**config.mk**
```make
export PLATFORM = sky130hd
export DESIGN_NAME = comment_whitespace_stripper_flat
export DESIGN_NICKNAME = d
export VERILOG_FILES = /design/src/cws_pkg.sv /design/src/cws_ifs.sv /design/src/cws_front.sv /design/src/cws_queue.sv /design/src/cws_back.sv /design/src/comment_whitespace_stripper.sv /design/src/flat_wrapper.sv
export SDC_FILE = /design/constraint.sdc
export NUM_CORES = 1
export LEC_CHECK = 0
export BUFFER_PORTS_ARGS = -buffer_cell sky130_fd_sc_hd__buf_4
export CAP_MARGIN = 20
export CORE_MARGIN = 2
export CORE_UTILIZATION = 25
export DETAILED_ROUTE_END_ITERATION = 8
export GPL_TIMING_DRIVEN = 0
export SLEW_MARGIN = 20
export SYNTH_ARGS = -nofsm -noshare
export SYNTH_HDL_FRONTEND = slang
export SYNTH_SLANG_ARGS = --single-unit
```
**constraint.sdc**
```tcl
create_clock -name clk -period 5.4 [get_ports clk]
set_clock_uncertainty 0.15 [all_clocks]
set_input_delay 1.08 -clock clk [delete_from_list [all_inputs] [get_ports clk]]
set_output_delay 1.08 -clock clk [all_outputs]
set_load 0.02 [all_outputs]
```
**src/cws_pkg.sv**
```systemverilog
// shared types, character codes and helper functions of the comment and whitespace stripper
package cws_pkg;

  // character codes
  localparam logic [7:0] CH_SLASH = 8'h2F;
  localparam logic [7:0] CH_STAR  = 8'h2A;
  localparam logic [7:0] CH_DQUOTE = 8'h22;
  localparam logic [7:0] CH_SQUOTE = 8'h27;
  localparam logic [7:0] CH_BSLASH = 8'h5C;
  localparam logic [7:0] CH_UNDER = 8'h5F;
  localparam logic [7:0] CH_DOLLAR = 8'h24;
  localparam logic [7:0] CH_LF    = 8'h0A;
  localparam logic [7:0] CH_CR    = 8'h0D;
  localparam logic [7:0] CH_SPACE = 8'h20;
  localparam logic [7:0] CH_TAB   = 8'h09;
  localparam logic [7:0] CH_NUL   = 8'h00;

  // queue between the scanner and the output stage
  localparam int QDEPTH = 4;
  localparam int QAW    = $clog2(QDEPTH);

  // scanner modes
  typedef enum logic [2:0] {
    MODE_NORMAL,
    MODE_SLASH,
    MODE_STRING,
    MODE_CHAR,
    MODE_LINE,
    MODE_BLOCK
  } scan_mode_t;

  // results of one input byte, up to two of them
  typedef struct packed {
    logic [7:0] b0;
    logic [7:0] b1;
    logic       two;   // both bytes carry results
    logic       v0;    // first result carries a byte, 0 for a bare end marker
    logic       done;  // final result closes the text
  } cws_entry_t;

  // identifier characters [A-Za-z0-9_$]
  function automatic logic is_ident(input logic [7:0] c);
    return (c >= 8'h41 && c <= 8'h5A) || (c >= 8'h61 && c <= 8'h7A) ||
           (c >= 8'h30 && c <= 8'h39) || c == CH_UNDER || c == CH_DOLLAR;
  endfunction

  // whitespace: tab through carriage return, and space
  function automatic logic is_ws(input logic [7:0] c);
    return c == CH_SPACE || (c >= CH_TAB && c <= CH_CR);
  endfunction

endpackage

```
**src/cws_ifs.sv**
```systemverilog
// valid/ready channel interfaces for source bytes and result bytes
interface cws_in_if;
  logic       valid;
  logic       ready;
  logic [7:0] in_byte;
  logic       end_of_text;

  modport source (output valid, output in_byte, output end_of_text, input ready);
  modport sink (input valid, input in_byte, input end_of_text, output ready);
endinterface

interface cws_out_if;
  logic       valid;
  logic       ready;
  logic [7:0] out_byte;
  logic       byte_valid;
  logic       last_of_run;
  logic       text_done;

  modport source (output valid, output out_byte, output byte_valid,
                  output last_of_run, output text_done, input ready);
  modport sink (input valid, input out_byte, input byte_valid,
                input last_of_run, input text_done, output ready);
endinterface

```
**src/cws_front.sv**
```systemverilog
// scanner: tracks comment and literal state and forms the results of each source byte
module cws_front (
  input  logic                clk,
  input  logic                rst_n,
  cws_in_if.sink              in_ch,
  input  logic                q_full,
  output logic                push,
  output cws_pkg::cws_entry_t push_entry
);

  cws_pkg::scan_mode_t mode_r, mode_nxt;
  logic       esc_r, esc_nxt;
  logic       sp_r, sp_nxt;
  logic [7:0] last_r, last_nxt;
  logic       star_r, star_nxt;

  logic [7:0] c;
  logic       eot;
  logic       xfer;
  logic       slash_release, run_normal, keep_c, lit, space_emit, flush;
  logic       c_ws, c_nl;
  logic [1:0] cnt;
  logic [7:0] b0, b1;
  logic       v0;

  assign c    = in_ch.in_byte;
  assign eot  = in_ch.end_of_text;
  assign xfer = in_ch.valid && in_ch.ready;
  assign in_ch.ready = !q_full;

  // byte classification against the current mode
  assign c_ws = cws_pkg::is_ws(c);
  assign c_nl = (c == cws_pkg::CH_LF) || (c == cws_pkg::CH_CR);
  assign slash_release = (mode_r == cws_pkg::MODE_SLASH) &&
                         (c != cws_pkg::CH_SLASH) && (c != cws_pkg::CH_STAR);
  assign lit = (mode_r == cws_pkg::MODE_STRING) || (mode_r == cws_pkg::MODE_CHAR);
  assign run_normal = slash_release ||
                      !((mode_r == cws_pkg::MODE_SLASH) || lit ||
                        (mode_r == cws_pkg::MODE_LINE) || (mode_r == cws_pkg::MODE_BLOCK));
  assign keep_c = run_normal && !c_ws && (c != cws_pkg::CH_SLASH);
  assign space_emit = keep_c && !slash_release && sp_r &&
                      cws_pkg::is_ident(last_r) && cws_pkg::is_ident(c);
  assign flush = eot && run_normal && (c == cws_pkg::CH_SLASH);

  // next state
  always_comb begin
    mode_nxt = mode_r;
    esc_nxt  = esc_r;
    sp_nxt   = sp_r;
    last_nxt = last_r;
    star_nxt = star_r;
    unique case (mode_r)
      cws_pkg::MODE_SLASH: begin
        if (c == cws_pkg::CH_SLASH) begin
          mode_nxt = cws_pkg::MODE_LINE;
        end else if (c == cws_pkg::CH_STAR) begin
          mode_nxt = cws_pkg::MODE_BLOCK;
          star_nxt = 1'b0;
        end else begin
          mode_nxt = cws_pkg::MODE_NORMAL;
        end
      end
      cws_pkg::MODE_STRING, cws_pkg::MODE_CHAR: begin
        esc_nxt = !esc_r && (c == cws_pkg::CH_BSLASH);
        if (!esc_r && c != cws_pkg::CH_BSLASH &&
            c == ((mode_r == cws_pkg::MODE_STRING) ? cws_pkg::CH_DQUOTE
                                                   : cws_pkg::CH_SQUOTE)) begin
          mode_nxt = cws_pkg::MODE_NORMAL;
        end
      end
      cws_pkg::MODE_LINE: begin
        if (c_nl) begin
          mode_nxt = cws_pkg::MODE_NORMAL;
          sp_nxt   = 1'b1;
        end
      end
      cws_pkg::MODE_BLOCK: begin
        if (c == cws_pkg::CH_SLASH && star_r) begin
          mode_nxt = cws_pkg::MODE_NORMAL;
          sp_nxt   = 1'b1;
          star_nxt = 1'b0;
        end else begin
          star_nxt = (c == cws_pkg::CH_STAR);
        end
      end
      default: begin
        mode_nxt = cws_pkg::MODE_NORMAL;
      end
    endcase

    // plain text handling, also after a released slash
    if (run_normal) begin
      if (slash_release) begin
        sp_nxt   = 1'b0;
        last_nxt = cws_pkg::CH_SLASH;
      end
      if (c_ws) begin
        sp_nxt = 1'b1;
      end else if (c == cws_pkg::CH_SLASH) begin
        mode_nxt = cws_pkg::MODE_SLASH;
      end else begin
        sp_nxt   = 1'b0;
        last_nxt = c;
        if (c == cws_pkg::CH_DQUOTE) begin
          mode_nxt = cws_pkg::MODE_STRING;
          esc_nxt  = 1'b0;
        end else if (c == cws_pkg::CH_SQUOTE) begin
          mode_nxt = cws_pkg::MODE_CHAR;
          esc_nxt  = 1'b0;
        end
      end
    end
    if (lit) begin
      last_nxt = c;
    end

    // end of text returns everything to reset
    if (eot) begin
      mode_nxt = cws_pkg::MODE_NORMAL;
      esc_nxt  = 1'b0;
      sp_nxt   = 1'b0;
      last_nxt = cws_pkg::CH_NUL;
      star_nxt = 1'b0;
    end
  end

  // results of this byte, packed in order
  always_comb begin
    cnt = 2'd0;
    b0  = cws_pkg::CH_NUL;
    b1  = cws_pkg::CH_NUL;
    v0  = 1'b1;
    if (slash_release) begin
      b0  = cws_pkg::CH_SLASH;
      cnt = 2'd1;
    end
    if (space_emit) begin
      b0  = cws_pkg::CH_SPACE;
      cnt = 2'd1;
    end
    if (keep_c || lit) begin
      if (cnt == 2'd0) begin
        b0 = c;
      end else begin
        b1 = c;
      end
      cnt = cnt + 2'd1;
    end
    if (flush) begin
      if (cnt == 2'd0) begin
        b0 = cws_pkg::CH_SLASH;
      end else begin
        b1 = cws_pkg::CH_SLASH;
      end
      cnt = cnt + 2'd1;
    end
    if (eot && cnt == 2'd0) begin
      v0  = 1'b0;
      cnt = 2'd1;
    end
  end

  assign push            = xfer && (cnt != 2'd0);
  assign push_entry.b0   = b0;
  assign push_entry.b1   = b1;
  assign push_entry.two  = (cnt == 2'd2);
  assign push_entry.v0   = v0;
  assign push_entry.done = eot;

  // scanner state
  always_ff @(posedge clk) begin
    if (!rst_n) begin
      mode_r <= cws_pkg::MODE_NORMAL;
      esc_r  <= 1'b0;
      sp_r   <= 1'b0;
      last_r <= cws_pkg::CH_NUL;
      star_r <= 1'b0;
    end else if (xfer) begin
      mode_r <= mode_nxt;
      esc_r  <= esc_nxt;
      sp_r   <= sp_nxt;
      last_r <= last_nxt;
      star_r <= star_nxt;
    end
  end

  // end of text leaves the scanner in its reset state
  a_eot_clears: assert property (@(posedge clk) disable iff (!rst_n)
    xfer && eot |=> mode_r == cws_pkg::MODE_NORMAL && !sp_r && !esc_r &&
                    last_r == cws_pkg::CH_NUL)
    else $error("scanner state not cleared after end of text");

  // a bare end marker only closes a text and stands alone
  a_bare_marker: assert property (@(posedge clk) disable iff (!rst_n)
    push && !push_entry.v0 |-> push_entry.done && !push_entry.two)
    else $error("bare end marker outside end of text");

endmodule

```
**src/cws_queue.sv**
```systemverilog
// short queue of per-byte result entries between scanner and output stage
module cws_queue (
  input  logic                clk,
  input  logic                rst_n,
  input  logic                push,
  input  cws_pkg::cws_entry_t push_entry,
  input  logic                pop,
  output cws_pkg::cws_entry_t head,
  output logic                empty,
  output logic                full
);

  cws_pkg::cws_entry_t entry_r [cws_pkg::QDEPTH];
  logic [cws_pkg::QAW-1:0] wr_ptr_r, rd_ptr_r;
  logic [cws_pkg::QAW:0]   count_r, count_nxt;

  assign empty = (count_r == '0);
  assign full  = (count_r == (cws_pkg::QAW+1)'(cws_pkg::QDEPTH));
  assign head  = entry_r[rd_ptr_r];

  // occupancy
  always_comb begin
    count_nxt = count_r;
    if (push && !pop) begin
      count_nxt = count_r + 1'b1;
    end else if (pop && !push) begin
      count_nxt = count_r - 1'b1;
    end
  end

  // pointers
  always_ff @(posedge clk) begin
    if (!rst_n) begin
      wr_ptr_r <= '0;
      rd_ptr_r <= '0;
      count_r  <= '0;
    end else begin
      if (push) begin
        wr_ptr_r <= wr_ptr_r + 1'b1;
      end
      if (pop) begin
        rd_ptr_r <= rd_ptr_r + 1'b1;
      end
      count_r <= count_nxt;
    end
  end

  // entry storage
  always_ff @(posedge clk) begin
    if (push) begin
      entry_r[wr_ptr_r] <= push_entry;
    end
  end

  a_no_overflow: assert property (@(posedge clk) disable iff (!rst_n)
    full |-> !push)
    else $error("transfer into a full queue");

  a_no_underflow: assert property (@(posedge clk) disable iff (!rst_n)
    empty |-> !pop)
    else $error("pop from an empty queue");

endmodule

```
**src/cws_back.sv**
```systemverilog
// output stage: issues queued results one transfer per cycle while the sink is ready, from a result register
module cws_back (
  input  logic                clk,
  input  logic                rst_n,
  input  cws_pkg::cws_entry_t head,
  input  logic                empty,
  output logic                pop,
  cws_out_if.source           out_ch
);

  logic       valid_r;
  logic       second_r, second_nxt;
  logic [7:0] byte_r, byte_nxt;
  logic       bvalid_r, bvalid_nxt;
  logic       last_r, last_nxt;
  logic       done_r, done_nxt;
  logic       load;
  logic       first_of_two;

  assign load         = !valid_r || out_ch.ready;
  assign first_of_two = head.two && !second_r;
  assign pop          = load && !empty && !first_of_two;

  // select the next result from the queue head
  always_comb begin
    second_nxt = second_r;
    byte_nxt   = head.b0;
    bvalid_nxt = head.v0;
    last_nxt   = 1'b1;
    done_nxt   = head.done;
    if (first_of_two) begin
      second_nxt = 1'b1;
      bvalid_nxt = 1'b1;
      last_nxt   = 1'b0;
      done_nxt   = 1'b0;
    end else begin
      second_nxt = 1'b0;
      if (second_r) begin
        byte_nxt   = head.b1;
        bvalid_nxt = 1'b1;
      end
    end
  end

  // result register control
  always_ff @(posedge clk) begin
    if (!rst_n) begin
      valid_r  <= 1'b0;
      second_r <= 1'b0;
    end else if (load) begin
      valid_r <= !empty;
      if (!empty) begin
        second_r <= second_nxt;
      end
    end
  end

  // result payload
  always_ff @(posedge clk) begin
    if (load && !empty) begin
      byte_r   <= byte_nxt;
      bvalid_r <= bvalid_nxt;
      last_r   <= last_nxt;
      done_r   <= done_nxt;
    end
  end

  assign out_ch.valid       = valid_r;
  assign out_ch.out_byte    = byte_r;
  assign out_ch.byte_valid  = bvalid_r;
  assign out_ch.last_of_run = last_r;
  assign out_ch.text_done   = done_r;

  // the second half of a pair follows a shown first half that was not last
  a_pair_order: assert property (@(posedge clk) disable iff (!rst_n)
    second_r |-> valid_r && !last_r && bvalid_r)
    else $error("second result without its first");

endmodule

```
**src/comment_whitespace_stripper.sv**
```systemverilog
// Streaming comment and whitespace stripper: one source byte per transfer in, kept bytes out.
// Line and block comments are dropped, whitespace runs collapse to one space only between two
// identifier characters, and string and character literals pass unchanged. A slash is held
// until the next byte shows whether a comment opens. The input side takes one byte per cycle;
// each byte yields zero, one or two results, and the output register issues one result per
// cycle, so a byte that yields two results holds the output for both in turn. A four-entry
// queue between the scanner and the output register absorbs these bursts and output stalls;
// the input stalls only when that queue is full. Each result passes through the queue and then
// the output register. An input marked end_of_text closes the text with text_done on its last
// result (a bare end marker with byte_valid low if nothing else is left) and clears the state.
module comment_whitespace_stripper (
  input  logic      clk,
  input  logic      rst_n,
  cws_in_if.sink    in_ch,
  cws_out_if.source out_ch
);

  logic                push, pop, q_empty, q_full;
  cws_pkg::cws_entry_t push_entry, head;

  cws_front u_front (
    .clk        (clk),
    .rst_n      (rst_n),
    .in_ch      (in_ch),
    .q_full     (q_full),
    .push       (push),
    .push_entry (push_entry)
  );

  cws_queue u_queue (
    .clk        (clk),
    .rst_n      (rst_n),
    .push       (push),
    .push_entry (push_entry),
    .pop        (pop),
    .head       (head),
    .empty      (q_empty),
    .full       (q_full)
  );

  cws_back u_back (
    .clk    (clk),
    .rst_n  (rst_n),
    .head   (head),
    .empty  (q_empty),
    .pop    (pop),
    .out_ch (out_ch)
  );

endmodule
```
**src/flat_wrapper.sv**
```systemverilog
// flat-port wrapper written by rule: the top's interface ports become plain ports
module comment_whitespace_stripper_flat 
  (clk, rst_n, in_ch_valid, in_ch_in_byte, in_ch_end_of_text, in_ch_ready, out_ch_valid, out_ch_out_byte, out_ch_byte_valid, out_ch_last_of_run, out_ch_text_done, out_ch_ready);
  cws_in_if in_ch_i ();
  cws_out_if out_ch_i ();
  input  logic clk;
  input  logic rst_n;
  input wire logic [$bits(in_ch_i.valid)-1:0] in_ch_valid;
  input wire logic [$bits(in_ch_i.in_byte)-1:0] in_ch_in_byte;
  input wire logic [$bits(in_ch_i.end_of_text)-1:0] in_ch_end_of_text;
  output wire logic [$bits(in_ch_i.ready)-1:0] in_ch_ready;
  output wire logic [$bits(out_ch_i.valid)-1:0] out_ch_valid;
  output wire logic [$bits(out_ch_i.out_byte)-1:0] out_ch_out_byte;
  output wire logic [$bits(out_ch_i.byte_valid)-1:0] out_ch_byte_valid;
  output wire logic [$bits(out_ch_i.last_of_run)-1:0] out_ch_last_of_run;
  output wire logic [$bits(out_ch_i.text_done)-1:0] out_ch_text_done;
  input wire logic [$bits(out_ch_i.ready)-1:0] out_ch_ready;
  assign in_ch_i.valid = in_ch_valid;
  assign in_ch_i.in_byte = in_ch_in_byte;
  assign in_ch_i.end_of_text = in_ch_end_of_text;
  assign in_ch_ready = in_ch_i.ready;
  assign out_ch_valid = out_ch_i.valid;
  assign out_ch_out_byte = out_ch_i.out_byte;
  assign out_ch_byte_valid = out_ch_i.byte_valid;
  assign out_ch_last_of_run = out_ch_i.last_of_run;
  assign out_ch_text_done = out_ch_i.text_done;
  assign out_ch_i.ready = out_ch_ready;
  comment_whitespace_stripper u_core (.clk(clk), .rst_n(rst_n), .in_ch(in_ch_i), .out_ch(out_ch_i));
endmodule
```
* Word level (Yosys, flattened, before mapping)
Memory sizes are Yosys's and may differ from the RTL's. A register that Yosys moved wholly into a read port is not among the register bits.
Index checks and enable logic that the tools add are counted.
** Word-level totals
- Register bits after elaboration :: 34
- Latch bits :: 0
- Bits in writable memories :: 76
- Bits in read-only memories :: 0
- Output and inout bits :: 13
- Memories kept :: 1
** Operators by class
- Add/subtract/negate cells :: 6
- Multipliers :: 0
- Div/mod/pow operators :: 0
- Order comparisons :: 14
- Eq/ne operators :: 25
- Shifts and indexed selects :: 0
- Multiplexer cells :: 65
- Bitwise logic cells :: 1
- Reductions and logical operators :: 70
** Memories
- u_core.u_queue.entry_r :: depth 4, width 19, rd ports 1, clocked after Yosys merged registers in 1, wr ports 1, line cws_queue.sv:13 : cws_pkg::cws_entry_t entry_r [cws_pkg::QDEPTH];
** Operators by type and width (count)
- 2-to-1 mux 8 bit :: 17
- equality test 8 x 6 -> 1 bit, second input constant :: 7
- 2-to-1 mux 3 bit :: 14
- >= comparator 8 x 7 -> 1 bit, second input constant :: 4
- less-or-equal comparator 8 x 7 -> 1 bit, second input constant :: 4
- logical AND 1 bit :: 29
- equality test 8 x 7 -> 1 bit, second input constant :: 3
- 2-to-1 mux 1 bit :: 24
- logical OR 1 bit :: 17
- equality test 8 x 4 -> 1 bit, second input constant :: 2
- >= comparator 8 x 6 -> 1 bit, second input constant :: 2
- less-or-equal comparator 8 x 6 -> 1 bit, second input constant :: 2
- inequality test 8 x 6 -> 1 bit, second input constant :: 2
- 2-to-1 mux 2 bit :: 6
- case mux 3 bit (4 select lines) :: 1
- zero test 1 bit :: 11
- equality test 3 bit, second input constant :: 3
- adder 2 x 1 -> 2 bit, second input constant :: 4
- equality test 8 x 6 -> 1 bit :: 1
- >= comparator 8 x 4 -> 1 bit, second input constant :: 1
- less-or-equal comparator 8 x 4 -> 1 bit, second input constant :: 1
- inequality test 8 x 7 -> 1 bit, second input constant :: 1
- equality test 3 x 2 -> 1 bit, second input constant :: 2
- zero test 2 bit :: 3
- other kinds (15) :: 20

* Depth between registers and ports, before layout
- Depth after elaboration :: 27
- Gate-level depth with buffers :: 17
- Mapped depth without buffers :: 15

* By module
A second synthesis with hierarchy kept.
** Unflattened totals
- Cells, all modules :: 425
- Area, all modules :: 5530.3 um^2
** By module, submodules not included
- cws_queue :: times used 1, cells an instance 142, area each 3230.6 um^2, sequential area each 2462.4 um^2
- cws_front :: times used 1, cells an instance 250, area each 1754.2 um^2, sequential area each 280.3 um^2
- cws_back :: times used 1, cells an instance 33, area each 545.5 um^2, sequential area each 370.4 um^2

* Least setup slack after synthesis
Ideal clock, no wire load.
- Kind :: input -> register
- Start point :: input in_ch_in_byte[4]
- End point :: register u_core.u_queue.count_r[2] (netlist bit)
- Arrival :: 4.495 ns
- Slack :: 0.679 ns
- Cell stages on the path :: 17
- Cells stage by stage :: buf_2 > or4b_1 > buf_2 > o31ai_4 > nand2b_2 > nand3_2 > o21ai_1 > inv_1 > ha_1 > nor3_1 > nor2_1 > ha_1 > inv_1 > fa_1 > xor2_1 > or3_1 > a21boi_0
** Between the ends
- Cells in the longest elaborated chain, start to end :: 23
- Elaborated cells on any way between the ends :: 53
- Classes of those cells :: add/sub: 2; order compare: 8; eq/ne: 6; mux: 6; reduce/logical: 31
** Ends and longest elaborated chain
- start: declaration :: line flat_wrapper.sv:9 : input wire logic [$bits(in_ch_i.in_byte)-1:0] in_ch_in_byte;
- >= comparator 8 x 4 -> 1 bit (tied with other cells) :: line cws_pkg.sv:49 : return c == CH_SPACE || (c >= CH_TAB && c <= CH_CR);
- logical AND 1 bit, on equally long branches :: line cws_pkg.sv:49, cws_front.sv:34
- logical OR 1 bit or logical AND 1 bit (tied branches) :: line cws_pkg.sv:49, cws_front.sv:35
- zero test 1 bit or logical OR 1 bit (tied branches) :: line cws_front.sv:40, cws_front.sv:37
- logical AND 1 bit (2 in a row) :: line cws_front.sv:40 : assign keep_c = run_normal && !c_ws && (c != cws_pkg::CH_SLASH);
- logical AND 1 bit (3 in a row) :: line cws_front.sv:41 : assign space_emit = keep_c && !slash_release && sp_r &&
- logical AND 1 bit :: line cws_front.sv:42 : cws_pkg::is_ident(last_r) && cws_pkg::is_ident(c);
- 2-to-1 mux 2 bit :: line cws_front.sv:137 : if (space_emit) begin
- (+5 left out)
- logical AND 1 bit :: line cws_front.sv:157 : if (eot && cnt == 2'd0) begin
- 2-to-1 mux 2 bit * :: line cws_front.sv:157
- nonzero test 2 bit * :: line cws_front.sv:163 : assign push = xfer && (cnt != 2'd0);
- logical AND 1 bit * :: line cws_front.sv:163
- via u_core.push :: line comment_whitespace_stripper.sv:18 : logic push, pop, q_empty, q_full;
- zero test 1 bit :: line cws_queue.sv:26 : end else if (pop && !push) begin
- logical AND 1 bit :: line cws_queue.sv:26
- nonzero test 2 bit (no source line)
- end signal: assignment :: line cws_queue.sv:44 : count_r <= count_nxt;
- end: declaration :: line cws_queue.sv:15 : logic [cws_pkg::QAW:0] count_r, count_nxt;
Mark *: on every way through the listed nets, which the timed path passes. The rest lies on a longest branch.
A chain may end at the register's enable or synchronous reset.

* Worst setup path after layout
- Start point :: input in_ch_in_byte[6]
- End point :: register u_core.u_queue.count_r[2] (netlist bit)
The elaborated chain is that of the path after synthesis.

==> results.md <==
- The setup violation total in the final timing report is 0.
- The flow ran to the end, and the final reports show no timing, DRC or antenna violations.
- The final critical-path share of the clock period is 92.2%.
- The maximum number of pins on one net before global-route repair is 21.
- The synthesized netlist devotes 12.9% of its cell area to simple gates.
- The final worst slack is 0.424 ns.
- The H-tree was split into 3 levels.
- The terminus of the critical flop-to-flop path is u_core.u_queue.count_r[2]$_SDFFE_PN0P_.
- The number of cells on the critical path is 17.
- The area overhead of the layout relative to synthesis is 15.4%.
- The cts-stage hold buffer count is 0.
- The async set-reset flop share out of synthesis is 0%.
- By area, the combinational part of the netlist is dominated by simple AND/OR/NAND/NOR gates.
- The largest vdd supply drop is 0.000178 V.
- The xor/xnor share of the synthesized area is 1.00%.
- Counting every net in the synthesized netlist gives 413.
- The mapped cell area is 0.00525 sq mm.
- Walking the worst path, the cells encountered are buf_4 > clkbuf_1 > nand3b_1 > a31o_2 > and3_1 > a2111o_1 > o21ai_1 > inv_1 > ha_1 > nor3_1 > nor2_2 > ha_1 > inv_1 > fa_1 > xor2_1 > or3_1 > a21boi_0.
- For the worst flop-to-flop path, the logic depth is 16.
- The total inserted antenna cells is 0.
- The root buffer cell chosen for the clock tree is sky130_fd_sc_hd__clkbuf_16.
- Dividing the detail-routed wire length by the instance count gives 16.4 um.
- Global routing finished with a remaining overflow of 0.
- The number of enable-type register cells in the synthesized netlist is 87.
- After filler insertion, the fill cell instance count of the layout stands at 2120.
- Before CTS, the worst setup slack after placement is -0.110 ns.
- In this run, CTS created clock tree buffers numbering 9.
- The number of storage elements in the synthesis netlist is 112.
- For the worst setup path, the data required time is 5.52 ns.
- The vias after detailed routing is 3365.
- The slew at the pin closest to its max-slew limit is 1.00 ns.
- The full die area is 0.0222 sq mm.
- The first-pass GRT wire length is 18300 um.
- The cell count after placement is 688.
- Cells with a size suffix above 1 make up 20.0% of the layout.
- Counting both buffers and inverters, the worst setup path holds a total of 4.
- The power per cell area is 402 mW/mm^2.
- The critical path startpoint category is an input port.
- Synthesis produced 391 cells.
- The number of ports placed on the die boundary is 26.
- The number of search-and-repair iterations in the first detailed-routing pass is 4.
- After floorplanning, the core was divided into 53 placement rows.
- The sink count of the clock tree is 112.
- The height of the die is 149 um.
- The detail route stage leaves a number of antenna-violating nets equal to 0.
- TritonCTS built the clock tree.
- The maximum buffer depth of the clock tree is 2.
- The setup check on the worst reg-to-reg path leaves a slack of 0.79 ns.
- The floorplan die width is 149 um.
- The share of synthesized area in the top cell type comes to 49.7%.
- The routed design has 11500 um of wire.
- Summing the areas of all compound-gate instances in the mapped netlist gives 11.8% of the synthesized area.
- The initial antenna violation count is 0.
- The worst register-to-register path begins at u_core.u_front.mode_r[1]$_SDFFE_PN0P_.
- The via count of the first global-routing pass was 3410.
- In the global route stage, overall resource usage came out at 10.7%.
- In the routed design, unresolved DRC markers number 0.
- Among all flip-flop cells after synthesis, the most frequent one is sky130_fd_sc_hd__edfxtp_1.
- The final hold violation count was 0.
- The critical path endpoint category is a flip-flop.
- The count of input and output buffers is 21.
- Once layout is complete, the cells apart from fillers number 704.
- The tightest slew margin relative to the limit is 33.3%.
- The post-DP HPWL is 8120 um.
- The number of design-rule violations left by the first detailed-router iteration is 237.
- By area the synthesized netlist is led by sky130_fd_sc_hd__edfxtp_1 (50%), sky130_fd_sc_hd__dfxtp_1 (9.5%), sky130_fd_sc_hd__mux4_2 (8.1%).
- The largest stage delay on the critical path is 0.43 ns.
- The path category of the worst min-delay check is flip-flop to flip-flop.
- Clock-pin slew was measured on the worst setup and hold paths at 0.07 ns.
- For this configuration, the core starts out at a cell density of 25.2%.
- Summed over all cells, the static leakage comes to 2.07 nW.
- The launching element of the worst setup path is in_ch_in_byte[6].
- Clock latency on the worst-skew pair, taken at its later pin, is 0.34 ns.
- The worst-path maximum fanout is 10.
- The final weighted congestion in routability-driven placement is 0.871.
- The worst hold margin is 0.319 ns.
- Grouping stages by cell kind, the critical path spends the most delay in compound AO/OA/AOI/OAI gates.
- The total negative setup slack is 0 ns.
- The destination of the critical timing path is u_core.u_queue.count_r[2]$_SDFFE_PN0P_.
- Setup repair after global routing left no endpoint under its margin.
- The type of the setup path with the least slack is input port to flip-flop.
- The number of max-cap violations is 0.
- The fraction of synthesized area in multiplexers is 10.4%.
- The slowest cell on the critical path is sky130_fd_sc_hd__fa_1.
- Summed over all instances, the cell type with the most area after synthesis is sky130_fd_sc_hd__edfxtp_1.
- Along the worst hold path, the cell count comes to 2.
- The total number of nets in the final design is 446.
- After synthesis, the mean cell area works out to 13.4 sq um.
- Sequential elements use 59.3% of the synthesized area.
- The distinct cell type count of the synthesized netlist is 62.
- For this run, the top clock speed supported by timing is 201 MHz.
- The synthesized netlist devotes 2.29% of its cell area to adder and majority cells.
- Data arrives at the worst endpoint at 5.10 ns.
- In the routed layout, each cell is associated on average with a via count of 4.78.
- The minimum clock period is 4.98 ns.
- The area of the core is 0.0208 sq mm.
- The number of slew-limit violations in the final report is 0.
- The number of warnings issued by yosys is 0.
timing repair:
item | CTS | global route
buffers inserted | 0 | 0
resized for setup | 0 | 4
endpoints found under the setup margin | 0 | 1
cells in the mapped netlist (2+ instances only):
cell and count:
sky130_fd_sc_hd__edfxtp_1 87, sky130_fd_sc_hd__inv_1 10, sky130_fd_sc_hd__nand3b_1 2, sky130_fd_sc_hd__o211a_1 2, sky130_fd_sc_hd__o221ai_1 6, sky130_fd_sc_hd__nor2b_1 6
sky130_fd_sc_hd__o21a_1 3, sky130_fd_sc_hd__nor4b_1 2, sky130_fd_sc_hd__clkbuf_1 13, sky130_fd_sc_hd__and3_1 5, sky130_fd_sc_hd__o31a_1 3, sky130_fd_sc_hd__a21boi_0 3
sky130_fd_sc_hd__mux2i_1 3, sky130_fd_sc_hd__nor3b_1 6, sky130_fd_sc_hd__or3_1 5, sky130_fd_sc_hd__ha_1 8, sky130_fd_sc_hd__o22ai_1 4, sky130_fd_sc_hd__nand2b_1 6
sky130_fd_sc_hd__a2111o_1 2, sky130_fd_sc_hd__a21o_1 12, sky130_fd_sc_hd__a22oi_1 2, sky130_fd_sc_hd__nand3_1 6, sky130_fd_sc_hd__mux4_2 19, sky130_fd_sc_hd__buf_1 3
sky130_fd_sc_hd__nor3_1 10, sky130_fd_sc_hd__nor4_1 3, sky130_fd_sc_hd__nand2_1 17, sky130_fd_sc_hd__dfxtp_1 25, sky130_fd_sc_hd__and2_1 14, sky130_fd_sc_hd__or3b_2 3
sky130_fd_sc_hd__xnor2_1 4, sky130_fd_sc_hd__a31oi_1 2, sky130_fd_sc_hd__nor2_1 20, sky130_fd_sc_hd__a31o_2 3, sky130_fd_sc_hd__mux2_2 8, sky130_fd_sc_hd__a21oi_1 21
sky130_fd_sc_hd__o21ai_0 9, sky130_fd_sc_hd__buf_2 5, sky130_fd_sc_hd__o211ai_1 2, sky130_fd_sc_hd__nand4b_1 4, sky130_fd_sc_hd__xor2_1 2
tightest hold or removal path: cells and delay by family, from the launching register on:
family	cells	cell delay (ns)
AOI/OAI and AO/OA	1	0.05
and+or+nand+nor	1	0.05
DFF	1	0.32
through the flow:
step | util [%] | total power, mW | cell area [sq um]
finish | 29.1 | 2.43 | 6060
global route | 29.1 | 2.57 | 6060
CTS | 29.1 | 2.47 | 6050
detailed placement | 27.7 | 1.84 | 5770
global placement | 27.6 | 1.80 | 5750
floorplan | - | 1.61 | 5250
flip-flops by register name, indices dropped and copies added, names as in the netlist, named ones only:
register / cells
u_core.u_back.out_ch.out_byte: 8
u_core.u_back.second_r: 1
u_core.u_back.out_ch.valid: 1
u_core.u_queue.rd_ptr_r: 2
u_core.u_front.last_r: 8
u_core.u_front.star_r: 1
u_core.u_back.out_ch.last_of_run: 1
u_core.u_back.out_ch.text_done: 1
u_core.u_queue.count_r: 3
u_core.u_queue.entry_r: 76
u_core.u_front.mode_r: 3
u_core.u_back.out_ch.byte_valid: 1
u_core.u_front.sp_r: 1
u_core.u_queue.wr_ptr_r: 2
u_core.u_front.esc_r: 1
metal layers:
metal  wire, um  track usage [%]
met3        410             2.91
met1       5190             13.9
met2       5810             17.8
met4        101             2.24
met5          0                0
final cells by class:
class	count	area [sq um]	area share, %
Inverter	10	37.5	0.619
Clock inverter	7	60.1	0.991
Sequential cell	112	3110	51.4
Tap cell	275	344	5.68
Multi-Input combinational cell	248	2020	33.4
Clock buffer	9	225	3.72
Timing Repair Buffer	22	169	2.79
Buffer	21	87.6	1.45
cell families (layout without fill, tap and decap cells):
kind of cell	count (synthesis)	after routing
and+or+nand+nor	117	117
DFF	112	112
AOI/OAI and AO/OA	86	86
buffers and inverters	31	69
muxes	30	30
adders and majority gates	9	9
xor gates and xnor gates	6	6
how the worst min path moves through the flow:
stage,to,slack (ns),start
floorplan,u_core.u_front.star_r$_SDFFE_PN0P_,0.29,u_core.u_front.star_r$_SDFFE_PN0P_
global placement,u_core.u_front.star_r$_SDFFE_PN0P_,0.30,u_core.u_front.star_r$_SDFFE_PN0P_
detailed placement,u_core.u_front.star_r$_SDFFE_PN0P_,0.30,u_core.u_front.star_r$_SDFFE_PN0P_
CTS,u_core.u_front.star_r$_SDFFE_PN0P_,0.31,u_core.u_front.star_r$_SDFFE_PN0P_
global route,u_core.u_front.star_r$_SDFFE_PN0P_,0.33,u_core.u_front.star_r$_SDFFE_PN0P_
finish,u_core.u_front.star_r$_SDFFE_PN0P_,0.32,u_core.u_front.star_r$_SDFFE_PN0P_
report_power, final:
part	total [mW]	switching (mW)	internal, mW
clock network	0.636	0.313	0.322
registers	1.13	0.0456	1.09
logic	0.667	0.360	0.307
total	2.43	0.719	1.71
cells in the final DEF (no fill, tap or decap), types with 8 or more instances in the layout:
cell type and instances:
sky130_fd_sc_hd__o21ai_0 9, sky130_fd_sc_hd__a21oi_1 20, sky130_fd_sc_hd__clkbuf_16 9, sky130_fd_sc_hd__inv_1 10, sky130_fd_sc_hd__nor2_1 19, sky130_fd_sc_hd__a21o_1 12, sky130_fd_sc_hd__nand2_1 17, sky130_fd_sc_hd__ha_1 8
sky130_fd_sc_hd__buf_4 21, sky130_fd_sc_hd__mux2_2 8, sky130_fd_sc_hd__and2_1 14, sky130_fd_sc_hd__nor3_1 10, sky130_fd_sc_hd__clkbuf_1 12, sky130_fd_sc_hd__mux4_2 19, sky130_fd_sc_hd__dfxtp_1 25, sky130_fd_sc_hd__edfxtp_1 87
(Power assumes the default switching activity.)
